### src/sibm_pkg.sv
// Package for the scanline IRQ bank mapper: register addresses, command and
// status codes, reset values and the program bank fold-down function.
// No dependencies.
`default_nettype none

package sibm_pkg;

  localparam int BANK_BITS = 8;

  // Input command codes.
  localparam logic CMD_WRITE = 1'b0;
  localparam logic CMD_TICK  = 1'b1;

  // Decoded register addresses.
  localparam logic [15:0] ADDR_CONTROL   = 16'h8000;
  localparam logic [15:0] ADDR_DATA      = 16'h8001;
  localparam logic [15:0] ADDR_MIRROR    = 16'hA000;
  localparam logic [15:0] ADDR_SRAM      = 16'hA001;
  localparam logic [15:0] ADDR_IRQ_COUNT = 16'hC000;
  localparam logic [15:0] ADDR_IRQ_LATCH = 16'hC001;
  localparam logic [15:0] ADDR_IRQ_OFF   = 16'hE000;
  localparam logic [15:0] ADDR_IRQ_ON    = 16'hE001;

  // Bank command indexes held in the control byte.
  localparam logic [2:0] BANK_CMD_CHR_2K_0 = 3'd0;
  localparam logic [2:0] BANK_CMD_CHR_2K_1 = 3'd1;
  localparam logic [2:0] BANK_CMD_CHR_1K_0 = 3'd2;
  localparam logic [2:0] BANK_CMD_CHR_1K_1 = 3'd3;
  localparam logic [2:0] BANK_CMD_CHR_1K_2 = 3'd4;
  localparam logic [2:0] BANK_CMD_CHR_1K_3 = 3'd5;
  localparam logic [2:0] BANK_CMD_PRG_0    = 3'd6;
  localparam logic [2:0] BANK_CMD_PRG_1    = 3'd7;

  // Control byte bits.
  localparam int CTRL_PRG_SWAP_BIT = 6;
  localparam int CTRL_CHR_SWAP_BIT = 7;

  // Result status codes.
  localparam logic [1:0] STATUS_NONE  = 2'd0;
  localparam logic [1:0] STATUS_IRQ   = 2'd1;
  localparam logic [1:0] STATUS_FAULT = 2'd2;

  localparam logic [9:0] LINE_PRE_RENDER = 10'h3FF;
  localparam logic signed [9:0] LINE_LAST_VISIBLE = 10'sd239;

  localparam logic [7:0] PRG_COUNT_RESET = 8'd32;
  localparam logic [7:0] IRQ_LATCH_RESET = 8'hFF;

  // Keep the widest low-bit mask under which the bank falls below the count.
  // A bank already below the count passes unchanged through the full mask.
  function automatic logic [7:0] fold_bank(input logic [7:0] bank, input logic [7:0] count);
    logic [BANK_BITS-1:0] b;
    logic [BANK_BITS-1:0] mask;
    logic [BANK_BITS-1:0] result;
    b = BANK_BITS'(bank);
    result = '0;
    for (int i = 0; i <= BANK_BITS; i++) begin
      mask = BANK_BITS'((1 << i) - 1);
      if (8'(b & mask) < count) begin
        result = b & mask;
      end
    end
    return 8'(result);
  endfunction

  localparam logic [7:0] PRG_SLOT0_RESET = fold_bank(8'd0, PRG_COUNT_RESET);
  localparam logic [7:0] PRG_SLOT1_RESET = fold_bank(8'd1, PRG_COUNT_RESET);
  localparam logic [7:0] PRG_SLOT2_RESET = fold_bank(PRG_COUNT_RESET - 8'd2, PRG_COUNT_RESET);
  localparam logic [7:0] PRG_SLOT3_RESET = fold_bank(PRG_COUNT_RESET - 8'd1, PRG_COUNT_RESET);

endpackage

`default_nettype wire

### src/scanline_irq_bank_mapper_unit.sv
// Top level of the scanline IRQ bank mapper: input register, mapper state,
// decode and update logic, result register.
// Depends on sibm_pkg.
//
//   Port group     Direction  Handshake            Carries
//   in_*           in         in_valid/in_ready    bus write or scanline tick
//   out_*          out        out_valid/out_ready  bank slots, chr assignments, status
//   cfg_*          in         cfg_we               program bank count
//
// One beat in, one beat out. A beat is held in the input register and
// is decoded and applied to the mapper state as it moves to the result
// register; a beat can be taken every cycle unless the result register is stalled.
// Reset is synchronous and restores the mapper state and a bank count of 32.
// When the result register is held by out_ready low, the input register
// holds too and in_ready drops only once both are full.
`default_nettype none

module scanline_irq_bank_mapper_unit
  import sibm_pkg::*;
(
  input  wire logic              clk,
  input  wire logic              rst,

  input  wire logic              in_valid,
  output logic                   in_ready,
  input  wire logic              command,
  input  wire logic [15:0]       address,
  input  wire logic [7:0]        write_data,
  input  wire logic signed [9:0] scanline,
  input  wire logic              rendering_on,

  output logic                   out_valid,
  input  wire logic              out_ready,
  output logic [7:0]             prg_slot0,
  output logic [7:0]             prg_slot1,
  output logic [7:0]             prg_slot2,
  output logic [7:0]             prg_slot3,
  output logic [1:0]             chr_writes,
  output logic [2:0]             chr_slot_first,
  output logic [7:0]             chr_bank_first,
  output logic [2:0]             chr_slot_second,
  output logic [7:0]             chr_bank_second,
  output logic                   mirror_horizontal,
  output logic                   sram_enable,
  output logic [1:0]             status,

  input  wire logic              cfg_we,
  input  wire logic [7:0]        cfg_wdata
);

  // Input register.
  logic              s1_valid;
  logic              s1_command;
  logic [15:0]       s1_address;
  logic [7:0]        s1_data;
  logic signed [9:0] s1_scanline;
  logic              s1_render;
  logic              s1_go;

  // Mapper state.
  logic [7:0] prg_bank_count;
  logic [7:0] control_byte;
  logic       control_seen;
  logic [7:0] prg_slots [4];
  logic [7:0] irq_counter;
  logic [7:0] irq_latch;
  logic       irq_enabled;
  logic       mirror_flag;
  logic       sram_flag;

  logic [7:0] control_byte_next;
  logic       control_seen_next;
  logic [7:0] prg_slots_next [4];
  logic [7:0] irq_counter_next;
  logic [7:0] irq_latch_next;
  logic       irq_enabled_next;
  logic       mirror_flag_next;
  logic       sram_flag_next;

  logic [1:0] chr_writes_next;
  logic [2:0] chr_slot_first_next;
  logic [7:0] chr_bank_first_next;
  logic [2:0] chr_slot_second_next;
  logic [7:0] chr_bank_second_next;
  logic [1:0] status_next;

  logic [2:0] command_index;
  logic       chr_swap;
  logic       prg_swap;
  logic [7:0] data_bank;
  logic [7:0] second_last;
  logic [7:0] last_bank;
  logic [7:0] counter_dec;

  assign s1_go    = s1_valid && (!out_valid || out_ready);
  assign in_ready = !s1_valid || s1_go;

  always_ff @(posedge clk) begin
    if (rst) begin
      s1_valid <= 1'b0;
    end else if (in_valid && in_ready) begin
      s1_valid <= 1'b1;
    end else if (s1_go) begin
      s1_valid <= 1'b0;
    end
  end

  always_ff @(posedge clk) begin
    if (in_valid && in_ready) begin
      s1_command  <= command;
      s1_address  <= address;
      s1_data     <= write_data;
      s1_scanline <= scanline;
      s1_render   <= rendering_on;
    end
  end

  assign command_index = control_byte[2:0];
  assign chr_swap      = control_byte[CTRL_CHR_SWAP_BIT];
  assign prg_swap      = control_byte[CTRL_PRG_SWAP_BIT];
  assign data_bank     = fold_bank(s1_data, prg_bank_count);
  assign second_last   = fold_bank(prg_bank_count - 8'd2, prg_bank_count);
  assign last_bank     = fold_bank(prg_bank_count - 8'd1, prg_bank_count);
  assign counter_dec   = irq_counter - 8'd1;

  always_comb begin
    control_byte_next    = control_byte;
    control_seen_next    = control_seen;
    prg_slots_next       = prg_slots;
    irq_counter_next     = irq_counter;
    irq_latch_next       = irq_latch;
    irq_enabled_next     = irq_enabled;
    mirror_flag_next     = mirror_flag;
    sram_flag_next       = sram_flag;
    chr_writes_next      = 2'd0;
    chr_slot_first_next  = 3'd0;
    chr_bank_first_next  = 8'd0;
    chr_slot_second_next = 3'd0;
    chr_bank_second_next = 8'd0;
    status_next          = STATUS_NONE;

    if (s1_command == CMD_WRITE) begin
      case (s1_address)
        ADDR_CONTROL: begin
          control_byte_next = s1_data;
          control_seen_next = 1'b1;
        end
        ADDR_DATA: begin
          if (!control_seen) begin
            status_next = STATUS_FAULT;
          end else begin
            case (command_index)
              BANK_CMD_CHR_2K_0, BANK_CMD_CHR_2K_1: begin
                chr_writes_next      = 2'd2;
                chr_slot_first_next  = {chr_swap, command_index[0], 1'b0};
                chr_slot_second_next = {chr_swap, command_index[0], 1'b1};
                chr_bank_first_next  = s1_data;
                chr_bank_second_next = s1_data + 8'd1;
              end
              BANK_CMD_CHR_1K_0, BANK_CMD_CHR_1K_1,
              BANK_CMD_CHR_1K_2, BANK_CMD_CHR_1K_3: begin
                chr_writes_next     = 2'd1;
                chr_slot_first_next = {~chr_swap, 2'(command_index - BANK_CMD_CHR_1K_0)};
                chr_bank_first_next = s1_data;
              end
              BANK_CMD_PRG_0: begin
                if (!prg_swap) begin
                  prg_slots_next[0] = data_bank;
                  prg_slots_next[2] = second_last;
                end else begin
                  prg_slots_next[0] = second_last;
                  prg_slots_next[2] = data_bank;
                end
                prg_slots_next[3] = last_bank;
              end
              BANK_CMD_PRG_1: begin
                prg_slots_next[1] = data_bank;
                if (!prg_swap) begin
                  prg_slots_next[2] = second_last;
                end else begin
                  prg_slots_next[0] = second_last;
                end
                prg_slots_next[3] = last_bank;
              end
              default: begin
              end
            endcase
          end
        end
        ADDR_MIRROR:    mirror_flag_next = s1_data[0];
        ADDR_SRAM:      sram_flag_next   = s1_data[0];
        ADDR_IRQ_COUNT: irq_counter_next = s1_data;
        ADDR_IRQ_LATCH: irq_latch_next   = s1_data;
        ADDR_IRQ_OFF: begin
          irq_enabled_next = 1'b0;
          irq_counter_next = irq_latch;
        end
        ADDR_IRQ_ON:    irq_enabled_next = 1'b1;
        default: begin
        end
      endcase
    end else begin
      // The pre-render line reloads; visible lines count down when enabled and rendering is on.
      if (s1_scanline == LINE_PRE_RENDER) begin
        irq_counter_next = irq_latch;
      end else if (s1_scanline >= 10'sd0 && s1_scanline <= LINE_LAST_VISIBLE) begin
        if (irq_enabled && s1_render) begin
          irq_counter_next = counter_dec;
          if (counter_dec == 8'd0) begin
            status_next = STATUS_IRQ;
          end
        end
      end
    end
  end

  always_ff @(posedge clk) begin
    if (rst) begin
      prg_bank_count <= PRG_COUNT_RESET;
    end else if (cfg_we) begin
      prg_bank_count <= cfg_wdata;
    end
  end

  always_ff @(posedge clk) begin
    if (rst) begin
      control_byte <= 8'd0;
      control_seen <= 1'b0;
      prg_slots[0] <= PRG_SLOT0_RESET;
      prg_slots[1] <= PRG_SLOT1_RESET;
      prg_slots[2] <= PRG_SLOT2_RESET;
      prg_slots[3] <= PRG_SLOT3_RESET;
      irq_counter  <= 8'd0;
      irq_latch    <= IRQ_LATCH_RESET;
      irq_enabled  <= 1'b0;
      mirror_flag  <= 1'b0;
      sram_flag    <= 1'b0;
    end else if (s1_go) begin
      control_byte <= control_byte_next;
      control_seen <= control_seen_next;
      prg_slots    <= prg_slots_next;
      irq_counter  <= irq_counter_next;
      irq_latch    <= irq_latch_next;
      irq_enabled  <= irq_enabled_next;
      mirror_flag  <= mirror_flag_next;
      sram_flag    <= sram_flag_next;
    end
  end

  // Result register.
  always_ff @(posedge clk) begin
    if (rst) begin
      out_valid <= 1'b0;
    end else if (s1_go) begin
      out_valid <= 1'b1;
    end else if (out_ready) begin
      out_valid <= 1'b0;
    end
  end

  always_ff @(posedge clk) begin
    if (s1_go) begin
      prg_slot0         <= prg_slots_next[0];
      prg_slot1         <= prg_slots_next[1];
      prg_slot2         <= prg_slots_next[2];
      prg_slot3         <= prg_slots_next[3];
      chr_writes        <= chr_writes_next;
      chr_slot_first    <= chr_slot_first_next;
      chr_bank_first    <= chr_bank_first_next;
      chr_slot_second   <= chr_slot_second_next;
      chr_bank_second   <= chr_bank_second_next;
      mirror_horizontal <= mirror_flag_next;
      sram_enable       <= sram_flag_next;
      status            <= status_next;
    end
  end

  a_ready_only_when_full: assert property (@(posedge clk) disable iff (rst)
    !in_ready |-> (s1_valid && out_valid && !out_ready))
    else $error("input side stalled while the result register could move");

  a_status_no_chr: assert property (@(posedge clk) disable iff (rst)
    (out_valid && status != STATUS_NONE) |-> (chr_writes == 2'd0))
    else $error("character assignment reported with an IRQ or fault status");

  a_chr_pair: assert property (@(posedge clk) disable iff (rst)
    (out_valid && chr_writes == 2'd2) |->
      (chr_slot_second == chr_slot_first + 3'd1 &&
       chr_bank_second == chr_bank_first + 8'd1))
    else $error("second character assignment does not follow the first");

  a_fault_keeps_slots: assert property (@(posedge clk) disable iff (rst)
    (s1_go && status_next == STATUS_FAULT) |=>
      (prg_slots[0] == $past(prg_slots[0]) && prg_slots[1] == $past(prg_slots[1]) &&
       prg_slots[2] == $past(prg_slots[2]) && prg_slots[3] == $past(prg_slots[3])))
    else $error("program slots changed on a data write before control");

endmodule

`default_nettype wire

### config.mk
export PLATFORM = sky130hd
export DESIGN_NAME = scanline_irq_bank_mapper_unit
export DESIGN_NICKNAME = d
export VERILOG_FILES = /design/src/sibm_pkg.sv /design/src/scanline_irq_bank_mapper_unit.sv
export SDC_FILE = /design/constraint.sdc
export NUM_CORES = 1
export LEC_CHECK = 0
export ABC_AREA = 1
export CAP_MARGIN = 20
export CORE_ASPECT_RATIO = 1.5
export CORE_UTILIZATION = 50
export DETAILED_ROUTE_END_ITERATION = 10
export DONT_BUFFER_PORTS = 1
export SETUP_SLACK_MARGIN = 0.2
export SYNTH_ARGS = -nofsm -noshare
export SYNTH_HDL_FRONTEND = slang
export SYNTH_SLANG_ARGS = --single-unit
### constraint.sdc
create_clock -name clk -period 3.06 [get_ports clk]
set_input_delay 0.153 -clock clk [delete_from_list [all_inputs] [get_ports clk]]
set_output_delay 0.153 -clock clk [all_outputs]
set_load 0.005 [all_outputs]
Word level (Yosys, flattened, before mapping)

Cells that the tools add are included.
Widths: inputs -> output; s select.

Flip-flop bits (word level): 166
Input bits: 49
Logic and storage cells: 169

Add/sub/neg operators: 5
Magnitude comparators: 26
Equality and inequality tests: 18
Bitwise gates (word level): 6
Mux-type cells: 58
Reductions and logical operators: 24

Operator list:

| operator             | count |
|---|---|
| $eq 16x16->1 const B | 8 |
| $mux 32              | 3 |
| $mux 8               | 12 |
| $pmux 16 s2          | 1 |
| $pmux 8 s2           | 2 |
| $lt 1x8->1           | 3 |
| $lt 2x8->1           | 3 |
| $lt 3x8->1           | 3 |
| $lt 4x8->1           | 3 |
| $lt 5x8->1           | 3 |
| $lt 6x8->1           | 3 |
| $lt 7x8->1           | 3 |
| $lt 8x8->1           | 3 |
| $mux 7               | 3 |
| $mux 6               | 3 |
| $mux 1               | 16 |
| $sub 8x1->8 const B  | 2 |
| $mux 5               | 3 |
| $eq 3x3->1 const B   | 4 |
| $mux 2               | 6 |
| $mux 4               | 3 |
| $reduce_or 4->1      | 3 |
| $eq 10x10->1 const B | 1 |
| $ge 10x1->1 const B  | 1 |
| 24 further kinds     | 42 |

Logic depth before layout (Yosys ltp)

Gate-level depths: netlist (run 1).

Depth after elaboration: 15
Mapped depth: 19
Mapped depth without buffers: 19

Least setup slack after synthesis (run 1)

No wires, ideal clock.

Kind: register to register
Start point: register prg_bank_count[1]
End point: register prg_slot3[0] (data pin)
Library setup time: 0.258 ns
Buffers on the path: 0
Stages on the path, launching flop included: 16
Path slack: 0.770 ns
Data arrival time: 2.032 ns
Data required time: 2.802 ns
Period minus slack after synthesis: 2.290 ns
Cells stage by stage: dfxtp_1 > inv_1 > ha_1 > inv_1 > nor2_1 > ha_1 > xnor2_1 > nor2_1 > inv_1 > nor2_1 > nand2_1 > o221ai_2 > nand3_1 > or2_1 > nand3_1 > nand2_1

RTL lines:

| item                   | RTL line                             | text |
|---|---|---|
| from (decl)            | scanline_irq_bank_mapper_unit.sv:61  | `logic [7:0] prg_bank_count;` |
| from (signal assigned) | scanline_irq_bank_mapper_unit.sv:221 | `prg_bank_count <= cfg_wdata;` |
| to (signal assigned)   | scanline_irq_bank_mapper_unit.sv:266 | `prg_slot3 <= prg_slots_next[3];` |
| to (decl)              | scanline_irq_bank_mapper_unit.sv:37  | `output logic [7:0] prg_slot3,` |

==> results of run 1 <==
[worst reg2reg max path: stages (launching register included)]
cell and delay [ps]:
dfxtp_1 420, inv_2 140, ha_1 230, inv_1 80
nor2_1 60, ha_1 300, xor2_1 240, nand2_1 90
nor2_1 100, nand2_1 70, o221ai_2 100, nand3_1 120
or2_1 260, nand3_1 90, nand2_1 60
[metrics by stage]
stage,util,worst slack [ps],instances
floorplan,-,770,948
global placement,0.523,221,1129
detailed placement,0.523,257,1129
CTS,0.594,254,1209
global route,0.595,203,1209
finish,0.595,456,1209
[layer usage]
metal / up-vias / wire (um) / track usage / part of all wire
li1: 3241 / - / - / -
met1: 3061 / 8510 / 0.304 / 0.42
met2: 218 / 10300 / 0.474 / 0.51
met3: 37 / 974 / 0.0408 / 0.048
met4: 0 / 603 / 0.121 / 0.030
met5: - / 0 / 0 / 0
[synthesized netlist by cell type (all sizes together)]
master	instances	area, sq um
nor3b	3	22.5
nand3b	1	7.51
nand4	11	68.8
a211oi	1	7.51
o31ai	2	20.0
a31o	1	8.76
o21ai	85	444
a22oi	1	7.51
a21boi	1	7.51
nor2	117	473
a22o	1	8.76
ha	19	238
clkbuf	25	93.8
inv	120	450
nand3	40	210
or4	1	7.51
a31oi	10	62.6
o2111ai	1	8.76
dfxtp	67	1340
nand2	229	870
o221ai	1	15.0
xor2	9	78.8
edfxtp	96	2880
nor3	15	85.1
a21oi	54	274
o211ai	19	143
a21o	1	7.51
or2	2	12.5
buf	9	55.1
nor4	2	12.5
xnor2	4	35.0
[where the power goes]
part	leakage, nW	switching, mW	internal [mW]	total, mW
Combinational	2.31	0.393	0.218	0.612
Clock	0.304	0.919	1.32	2.24
Sequential	1.47	0.0730	2.44	2.51
[worst max-delay path by stage]
stage	startpoint	endpoint	slack [ps]	cells after the start
2_1_floorplan	prg_bank_count[1]	prg_slot3[0]	770	15
3_3_place_gp	prg_bank_count[0]	prg_slot3[0]	220	13
3_5_place_dp	prg_bank_count[0]	prg_slot3[0]	260	13
4_1_cts	prg_bank_count[0]	prg_slot3[0]	250	13
5_1_grt	prg_bank_count[1]	prg_slot3[0]	200	15
6_report	prg_bank_count[1]	prg_slot3[0]	460	14
[cells by family after synthesis]
kind of cell / Yosys count / synth area share
and+or+nand+nor: 421 / 0.222
DFF: 163 / 0.531
adders and majority gates: 19 / 0.0299
xor gates and xnor gates: 13 / 0.0143
buffers and inverters: 154 / 0.0753
AOI/OAI and AO/OA: 178 / 0.127
[cell usage in the layout, fill, tap and decap left out, drive strengths merged, types with 21 or more instances in the layout]
cell	n
a21oi	54
clkbuf	21
dfxtp	67
dlygate4sd3	47
edfxtp	96
inv	124
nand2	229
nand3	40
nor2	117
o21ai	85
[repair_timing]
item	in CTS	in global routing
hold buffers	48	0
endpoints found under the hold margin	78	0
endpoints found under the setup margin	0	21
gates resized for setup	0	5
setup buffers	0	0
[sequential cells by signal, indices dropped and copies added (netlist names), 2 cells and up]
| signal | count |
|---|---|
| chr_bank_second | 8 |
| prg_slot0 | 8 |
| s1_scanline | 10 |
| prg_slot3 | 8 |
| irq_counter | 8 |
| prg_slot1 | 8 |
| s1_data | 8 |
| control_byte | 5 |
| s1_address | 16 |
| chr_slot_first | 3 |
| status | 2 |
| irq_latch | 8 |
| chr_writes | 2 |
| prg_bank_count | 8 |
| prg_slot2 | 8 |
| chr_slot_second | 3 |
| prg_slots | 32 |
| chr_bank_first | 8 |
[cell type report]
type	instances	area [sq um]	area share
tap	203	254	0.0273
clock buffer	21	483	0.0520
timing repair buffer	60	593	0.0638
inverter	120	452	0.0486
clock inverter	11	141	0.0152
sequential	163	4230	0.455
multi-input combinational	631	3150	0.338
==> flow_summary_export.csv, run 1 <==
group,metric,value,unit
run_status,status,"completed",
layout,fillers,1359,
detailed_routing,drc,0,
logic_synthesis,synth-seq-cells,163,
placement,gp_congestion,0.888,
logic_synthesis,netlist_instances,948,
timing,max-slew-margin-rel,0.400,
critical_path,reg2reg_from,"prg_bank_count[1]",
layout,antenna_cells,0,
floorplanning,die_w,105,um
floorplanning,core-area,0.0156,sq mm
clock_tree,cts.htree.levels,4,
placement,placed_cell_area,0.00817,sq mm
detailed_routing,wl_per_cell,16.9,um
timing,worst_slew_pin_slew,899,ps
logic_synthesis,synth.avg_cell_area,8.40,sq um
layout,fin_area,0.00929,sq mm
hold_path,hold_end,"prg_bank_count[4]",
global_route,grt_pass1_wl,32.9,mm
detailed_routing,dr.pass1.iters,8,
timing,setup_viol,0,
critical_path,cp.buffers_inverters,2,
timing,setup_tns,0,ps
timing,hold_ws,25.0,ps
timing,finClkSkew,14.8,ps
timing,finalCritPeriodShare,0.851,
logic_synthesis,yosysUniqueCellTypes,45,
detailed_routing,routed_wl,20.4,mm
power_and_ir_drop,cellLeakagePower,4.08,nW
global_route,grt_pass1_vias,6605,
detailed_routing,via_per_inst,5.42,
clock_tree,clock-sinks,163,
hold_path,hp-start,"cfg_wdata[4]",
hold_path,min_path_cells,2,
layout,nets,1061,
global_route,antenna_found_initial,0,
critical_path,cp.arrival,2780,ps
critical_path,worst_ep_required_time,3240,ps
critical_path,critPathTopFamily,"simple AND/OR/NAND/NOR gates",
clock_tree,clk_path_buf_depth,2,
timing,final.min_clock_period,2600,ps
detailed_routing,drt_iter0_drc,372,
critical_path,r2r_end,"prg_slot3[0]",
critical_path,rr_worst_depth,14,
layout,drive_gt1_frac,0.0845,
clock_tree,numCtsBuffers,17,
power_and_ir_drop,peakVddDrop,0.336,mV
flow_run,max_cap_violations,0,
detailed_routing,vias,6557,
clock_tree,cts_tree,"yes",
power_and_ir_drop,finalPower,5.37,mW
critical_path,reg2reg_slack,460,ps
clock_tree,clkTransAtPathRegs,70,ps
critical_path,worstPathCellList,"inv_2, ha_1, inv_1, nor2_1, ha_1, xor2_1, nand2_1, nor2_1, nand2_1, o221ai_2, nand3_1, or2_1, nand3_1, nand2_1",
timing,fmaxAchievable,384,MHz
floorplanning,ios,111,
placement,dp_hpwl,14.0,mm
critical_path,crit_path_end_kind,"flip-flop",
critical_path,critPathLaunchType,"flip-flop",
timing,rsz0062_at_grt,"false",
critical_path,cpMostUsedCell,"nand2_1",
floorplanning,dieArea,0.0164,sq mm
global_route,grt_overflow,0,
global_route,grt_max_degree,88,
placement,place.port_buffers,0,
floorplanning,num_rows,56,
logic_synthesis,synth_area,0.00796,sq mm
critical_path,critPathMaxFanout,7,
logic_synthesis,yosysSeqAreaShare,0.531,
logic_synthesis,synth_warnings,0,
hold_path,worstHoldPathType,"in2reg",
power_and_ir_drop,p_per_area,578,mW/mm^2
layout,syn_to_final_growth,16.8,%
timing,hold_violations,0,
critical_path,cp_slowest_cell,"dfxtp_1",
clock_tree,clk_latency,430,ps
floorplanning,start_util,0.509,
critical_path,critPathMaxStageDelay,420,ps
clock_tree,cts-root-buf,"clkbuf_16",
global_route,grtUsageTotal,0.262,
critical_path,path_class,"reg2reg",
timing,finalMaxSlewViolations,0,
floorplanning,die_height,157,um
logic_synthesis,syn_nets,1016,
detailed_routing,drtAntennaViolNets,0,
(Power assumes the default switching activity.)
==> inputs of run 2 (changes only) <==
--- a/config.mk
+++ b/config.mk
@@ -5,7 +5,6 @@
 export SDC_FILE = /design/constraint.sdc
 export NUM_CORES = 1
 export LEC_CHECK = 0
-export ABC_AREA = 1
 export CAP_MARGIN = 20
 export CORE_ASPECT_RATIO = 1.5
 export CORE_UTILIZATION = 50
==> run 2 against run 1 <==
  * Hold slack worse by 1.5 ps
  * Clock-buffer cell count shrank 2
  * Register-to-register slack got worse by 190 ps
  * Die area is 0.42% higher
  * Clock skew is 4.5 ps lower
  * Synthesized cell count down 18%
  * Global-route usage up 1.3 points
  * Routed wire length is 8.5% higher
  * Sequential cell count unchanged
  * Largest power group unchanged
==> flow_summary_export.csv, run 2 <==
group,metric,value,unit
critical_path,worstPathCellList,"ha_1, o22ai_1, or3_1, or3_1, nor4_2, a21oi_1, mux2_2",
detailed_routing,via_per_inst,6.03,
detailed_routing,drt_iter0_drc,263,
floorplanning,dieArea,0.0165,sq mm
logic_synthesis,synth_ff_type,"edfxtp_1",
power_and_ir_drop,peakVddDrop,0.368,mV
critical_path,critPathLaunchType,"flip-flop",
logic_synthesis,ys_async_sr_fraction,0,
critical_path,cp_slowest_cell,"edfxtp_1",
flow_run,max_cap_violations,0,
clock_tree,clk_latency,430,ps
timing,finClkSkew,10.2,ps
logic_synthesis,yosysUniqueCellTypes,77,
logic_synthesis,synth_top_area_frac,0.361,
layout,largestRegisters,"prg_slots x32, s1_address x16, s1_scanline x10",
logic_synthesis,yosysMostFrequentCell,"edfxtp_1",
logic_synthesis,yosysSeqAreaShare,0.528,
timing,rsz0062_at_grt,"true",
layout,drive_gt1_frac,0.124,
timing,fmaxAchievable,358,MHz
global_route,grt_pass1_vias,6407,
power_and_ir_drop,p_per_area,528,mW/mm^2
global_route,grt_pass1_wl,34.0,mm
critical_path,cpMostUsedCell,"or3_1",
logic_synthesis,netlist_instances,779,
logic_synthesis,synth_warnings,0,
layout,instances_no_fill,1068,
placement,dp_hpwl,15.7,mm
detailed_routing,drtAntennaViolNets,0,
global_route,grt_overflow,0,
logic_synthesis,synth_top_area_cell,"edfxtp_1",
logic_synthesis,synth_xor_area_frac,0.0230,
logic_synthesis,synth_top_family_by_area,"compound AO/OA/AOI/OAI gates",
power_and_ir_drop,cellLeakagePower,3.47,nW
timing,worst_slew_pin_slew,780,ps
clock_tree,cts.htree.levels,4,
logic_synthesis,synthAdderAreaFrac,0.0297,
clock_tree,clock-sinks,163,
detailed_routing,routed_wl,22.1,mm
run_status,status,"completed",
global_route,antenna_found_initial,0,
logic_synthesis,synth_area,0.00799,sq mm
layout,post-route-util,0.612,
logic_synthesis,syn_nets,847,
layout,nets,920,
floorplanning,core-area,0.0156,sq mm
timing,final.min_clock_period,2800,ps
detailed_routing,dr.pass1.iters,5,
floorplanning,ios,111,
floorplanning,start_util,0.512,
placement,gp_congestion,0.885,
layout,syn_to_final_growth,19.6,%
clock_tree,cts_tree,"yes",
logic_synthesis,synth-seq-cells,163,
floorplanning,num_rows,56,
global_route,grtUsageTotal,0.275,
layout,antenna_cells,0,
layout,final_cell_mix,"edfxtp_1, nand2_1, dfxtp_1",
detailed_routing,wl_per_cell,20.7,um
critical_path,crit_path_end_kind,"flip-flop",
timing,setup_tns,0,ps
logic_synthesis,synth_edf_count,96,
critical_path,critPathMaxFanout,6,
hold_path,worstHoldPathType,"in2reg",
floorplanning,die_height,157,um
clock_tree,clkTransAtPathRegs,60,ps
logic_synthesis,synth_mux_area_frac,0.0296,
timing,setup_viol,0,
detailed_routing,drc,0,
layout,final_common_cell,"edfxtp_1",
clock_tree,clk_path_buf_depth,2,
clock_tree,cts-root-buf,"clkbuf_16",
clock_tree,numCtsBuffers,17,
detailed_routing,vias,6442,
timing,hold_violations,0,
floorplanning,die_w,105,um
placement,place_inst,976,
logic_synthesis,synth.avg_cell_area,10.3,sq um
layout,largest_reg_flops,32,
global_route,grt_max_degree,53,
logic_synthesis,synth_compound_area_frac,0.181,
logic_synthesis,yosys-top-cells-area,"edfxtp_1, dfxtp_1, nand2_1, nor2_1, a21oi_1",
critical_path,worst_ep_required_time,3240,ps
layout,top_register,"prg_slots",
timing,max-slew-margin-rel,0.480,
critical_path,path_class,"reg2reg",
logic_synthesis,synthSimpleGateAreaFrac,0.175,
timing,finalCritPeriodShare,0.913,
timing,finalMaxSlewViolations,0,
placement,place.port_buffers,0,
logic_synthesis,synthTopCellsByCount,"edfxtp_1, nand2_1, dfxtp_1, nor2_1, a21oi_1",
critical_path,cp.arrival,2970,ps
critical_path,critPathMaxStageDelay,480,ps
==> run 2: changes by cell type after synthesis, moves of 12 or more <==
cell and change:
nand2_1 -134, mux2i_1 +18, inv_1 -84, o21ai_1 -15, o211ai_1 -12, o21ai_0 -28, nand3_1 -13, nor2_1 -44
nand2b_1 +14, and2_1 +12, inv_2 -12
==> run 2: path summary, 6_finish.rpt <==
kind	from	slack, ps	to	cells after the start
worst max-delay path	s1_data[5]	260	prg_slot0[0]	7
worst min-delay path	rst	20	prg_slots[9]	2
worst max register to register	s1_data[5]	260	prg_slot0[0]	7
worst min register to register	prg_slots[6]	450	prg_slots[6]	2
==> run 2: kinds of logic after synthesis <==
logic type               count (synthesis)
AND/OR/NAND/NOR                        279
adder cells (fa/ha/maj)                 19
multiplexers                            23
AO/OA/AOI/OAI                          206
flip-flops                             163
XOR/XNOR                                21
buffers and inverters                   68
==> run 2: routing by layer <==
layer	GRT usage	part of all wire	vias to the layer above
met5	0	0	-
met4	0.158	0.045	0
met3	0.0458	0.041	63
met2	0.515	0.55	231
met1	0.288	0.36	3103
li1	-	-	3045
==> run 2: timing repair <==
action,in CTS,in global routing
endpoints found under the hold margin,89,0
pin swaps,0,1
hold buffers,56,0
resized for setup,3,7
setup endpoints to repair,2,15
buffers inserted,4,0
==> run 2: critical path: cells and delay by family (launching register included) <==
kind / cells / cell delay [ps]
compound gates: 2 / 260
flops: 1 / 480
simple gates: 3 / 1100
fa+ha+maj: 1 / 420
mux: 1 / 280
==> run 2: cell type report <==
| cell class | instances | area [sq um] |
|---|---|---|
| multi-input cells | 548 | 3530 |
| well taps | 203 | 254 |
| inverters | 25 | 101 |
| repair buffers | 97 | 886 |
| flip-flops and latches | 163 | 4230 |
| clock buffers | 19 | 433 |
| fillers | 1327 | 6070 |
| clock inverters | 13 | 121 |
==> run 2: metrics by stage <==
stage               hold slack, ps  setup slack, ps  power [mW]  area (sq um)
detailed placement             229              143        2.98          8360
CTS                           11.4              224        5.06          9530
global placement               228              275        2.98          8360
floorplan                      252              197        2.83          8000
global route                  35.3              164        5.20          9560
finish                        23.5              265        5.04          9560
==> run 2: power by group <==
part	leakage [nW]	total (mW)	internal, mW	switching (mW)
logic	1.77	0.597	0.245	0.352
clock network	0.268	2.01	1.07	0.939
registers	1.43	2.44	2.39	0.0482
==> inputs of run 3 (changes only) <==
--- a/config.mk
+++ b/config.mk
@@ -10,7 +10,8 @@
 export CORE_UTILIZATION = 50
 export DETAILED_ROUTE_END_ITERATION = 10
 export DONT_BUFFER_PORTS = 1
-export SETUP_SLACK_MARGIN = 0.2
+export SETUP_SLACK_MARGIN = 0.5
+export SLEW_MARGIN = 40
 export SYNTH_ARGS = -nofsm -noshare
 export SYNTH_HDL_FRONTEND = slang
 export SYNTH_SLANG_ARGS = --single-unit
==> run 3 against run 2 <==
  * Sequential cell count did not move
  * Non-clock buffer count rose by 9
  * Clock skew rose by 2.3 ps
  * First-iteration DRC count rose by 37%
  * Sequential share of layout area fell by 1.7 points
  * Power rose by 6.5%
  * Combinational power rose by 11%
  * Critical endpoint unchanged
  * Highest routed layer unchanged
==> flow_summary_export.csv, run 3 (synthesis results as in run 2) <==
group,metric,value,unit
detailed_routing,drtAntennaViolNets,0,
detailed_routing,drt_iter0_drc,359,
timing,finClkSkew,12.6,ps
layout,drive_gt1_frac,0.181,
layout,fillers,1256,
timing,fmaxAchievable,390,MHz
timing,rsz0062_at_grt,"true",
layout,top_register,"prg_slots",
layout,largestRegisters,"prg_slots x32, s1_address x16, s1_scanline x10",
global_route,grtUsageTotal,0.283,
clock_tree,clock-sinks,163,
timing,finalMaxSlewViolations,0,
placement,pre_cts_ws,179,ps
power_and_ir_drop,peakVddDrop,0.451,mV
layout,nets,929,
timing,setup_viol,0,
global_route,antenna_found_initial,0,
floorplanning,num_rows,56,
clock_tree,clkTransAtPathRegs,70,ps
layout,multi_input_area,0.00375,sq mm
critical_path,crit_path_end_kind,"flip-flop",
critical_path,critPathMaxFanout,4,
power_and_ir_drop,p_per_area,540,mW/mm^2
timing,hold_violations,0,
critical_path,cp.arrival,2750,ps
global_route,grt_max_degree,53,
detailed_routing,drc,0,
clock_tree,clk_latency,440,ps
layout,seq_area,0.00424,sq mm
global_route,grt_overflow,0,
detailed_routing,dr.pass1.iters,5,
floorplanning,start_util,0.512,
floorplanning,core-area,0.0156,sq mm
placement,dp_hpwl,15.8,mm
critical_path,path_class,"reg2reg",
critical_path,worst_ep_required_time,3250,ps
critical_path,crit_path_start,"s1_data[5]",
detailed_routing,wl_per_cell,21.1,um
hold_path,worstHoldPathType,"in2reg",
clock_tree,numCtsBuffers,17,
layout,post-route-util,0.637,
placement,gp_congestion,0.859,
global_route,grt_pass1_wl,34.9,mm
critical_path,critPathLaunchType,"flip-flop",
layout,final_common_cell,"edfxtp_1",
floorplanning,dieArea,0.0165,sq mm
clock_tree,cts_tree,"yes",
global_route,grt_pass1_vias,6459,
timing,max-slew-margin-rel,0.584,
timing,finalCritPeriodShare,0.838,
detailed_routing,routed_wl,22.8,mm
floorplanning,die_w,105,um
floorplanning,ios,111,
clock_tree,clk_path_buf_depth,2,
timing,setup_tns,0,ps
hold_path,hp-start,"rst",
run_status,status,"completed",
timing,final.min_clock_period,2560,ps
detailed_routing,vias,6509,
clock_tree,cts.htree.levels,4,
placement,place.port_buffers,0,
flow_run,max_cap_violations,0,
timing,fin_ws,495,ps
layout,final_cell_mix,"edfxtp_1, nand2_1, nor2_1",
timing,worst_slew_pin_slew,624,ps
layout,syn_to_final_growth,24.5,%
clock_tree,cts-root-buf,"clkbuf_16",
detailed_routing,via_per_inst,6.04,
layout,largest_reg_flops,32,
power_and_ir_drop,cellLeakagePower,3.61,nW
floorplanning,die_height,157,um
critical_path,reg2reg_from,"s1_data[5]",
-- run 3: cell types whose count changed in the layout (fill, tap and decap cells not counted), moves of 4 or more --
cell      change
buf_4         +7
ha_1          -5
dfxtp_1       -5
clkinv_8      +4
-- run 3: cell type report --
class | count | area share
inverters | 25 | 0.0101
repair buffers | 106 | 0.0975
clock inverters | 15 | 0.0215
flip-flops and latches | 163 | 0.426
diodes | 1 | 0.000251
multi-input cells | 548 | 0.377
clock buffers | 17 | 0.0427
well taps | 203 | 0.0255
-- run 3: path summary, 6_finish.rpt --
path / to / slack (ps) / cells past startpoint
worst min register to register: prg_slots[19] / 460 / 2
worst min-delay path: prg_slots[25] / 50 / 2
worst max-delay path: prg_slot0[0] / 500 / 7
worst max register to register: prg_slot0[0] / 500 / 7
-- run 3: worst max-delay path: stages, from the launching register on --
cell      delay [ps]
edfxtp_1         470
ha_4             320
o22ai_2           80
or3_4            370
or3_4            370
nor4_4           320
a21oi_2          110
mux2_4           270
-- run 3: through the flow --
| stage | cell area, sq um | instances | hold WS [ps] | total power, mW |
|---|---|---|---|---|
| detailed placement | 8430 | 980 | 232 | 3.00 |
| floorplan | 8040 | 779 | 252 | 2.83 |
| finish | 9950 | 1078 | 46.1 | 5.37 |
| CTS | 9770 | 1071 | 29.5 | 5.34 |
| global route | 9950 | 1077 | 39.3 | 5.52 |
| global placement | 8430 | 980 | 228 | 2.99 |
-- run 3: where the power goes --
group          total (mW)  switching, mW  internal [mW]
registers            2.44         0.0512           2.39
clock network        2.27           1.01           1.26
logic               0.664          0.379          0.284
total                5.37           1.44           3.93
-- run 3: metal layers --
metal	track usage	wire length, um	vias up
li1	-	-	3071
met1	0.302	8430	3157
met2	0.530	12600	224
met3	0.0466	982	57
met4	0.144	773	0
met5	0	0	-
-- run 3: what timing repair did --
item / 4_1_cts / 5_1_grt
setup buffers: 4 / 6
pin swaps: 8 / 16
gates resized for setup: 29 / 29
hold buffers: 55 / 0
hold endpoints to repair: 89 / 0
endpoints found under the setup margin: 41 / 43
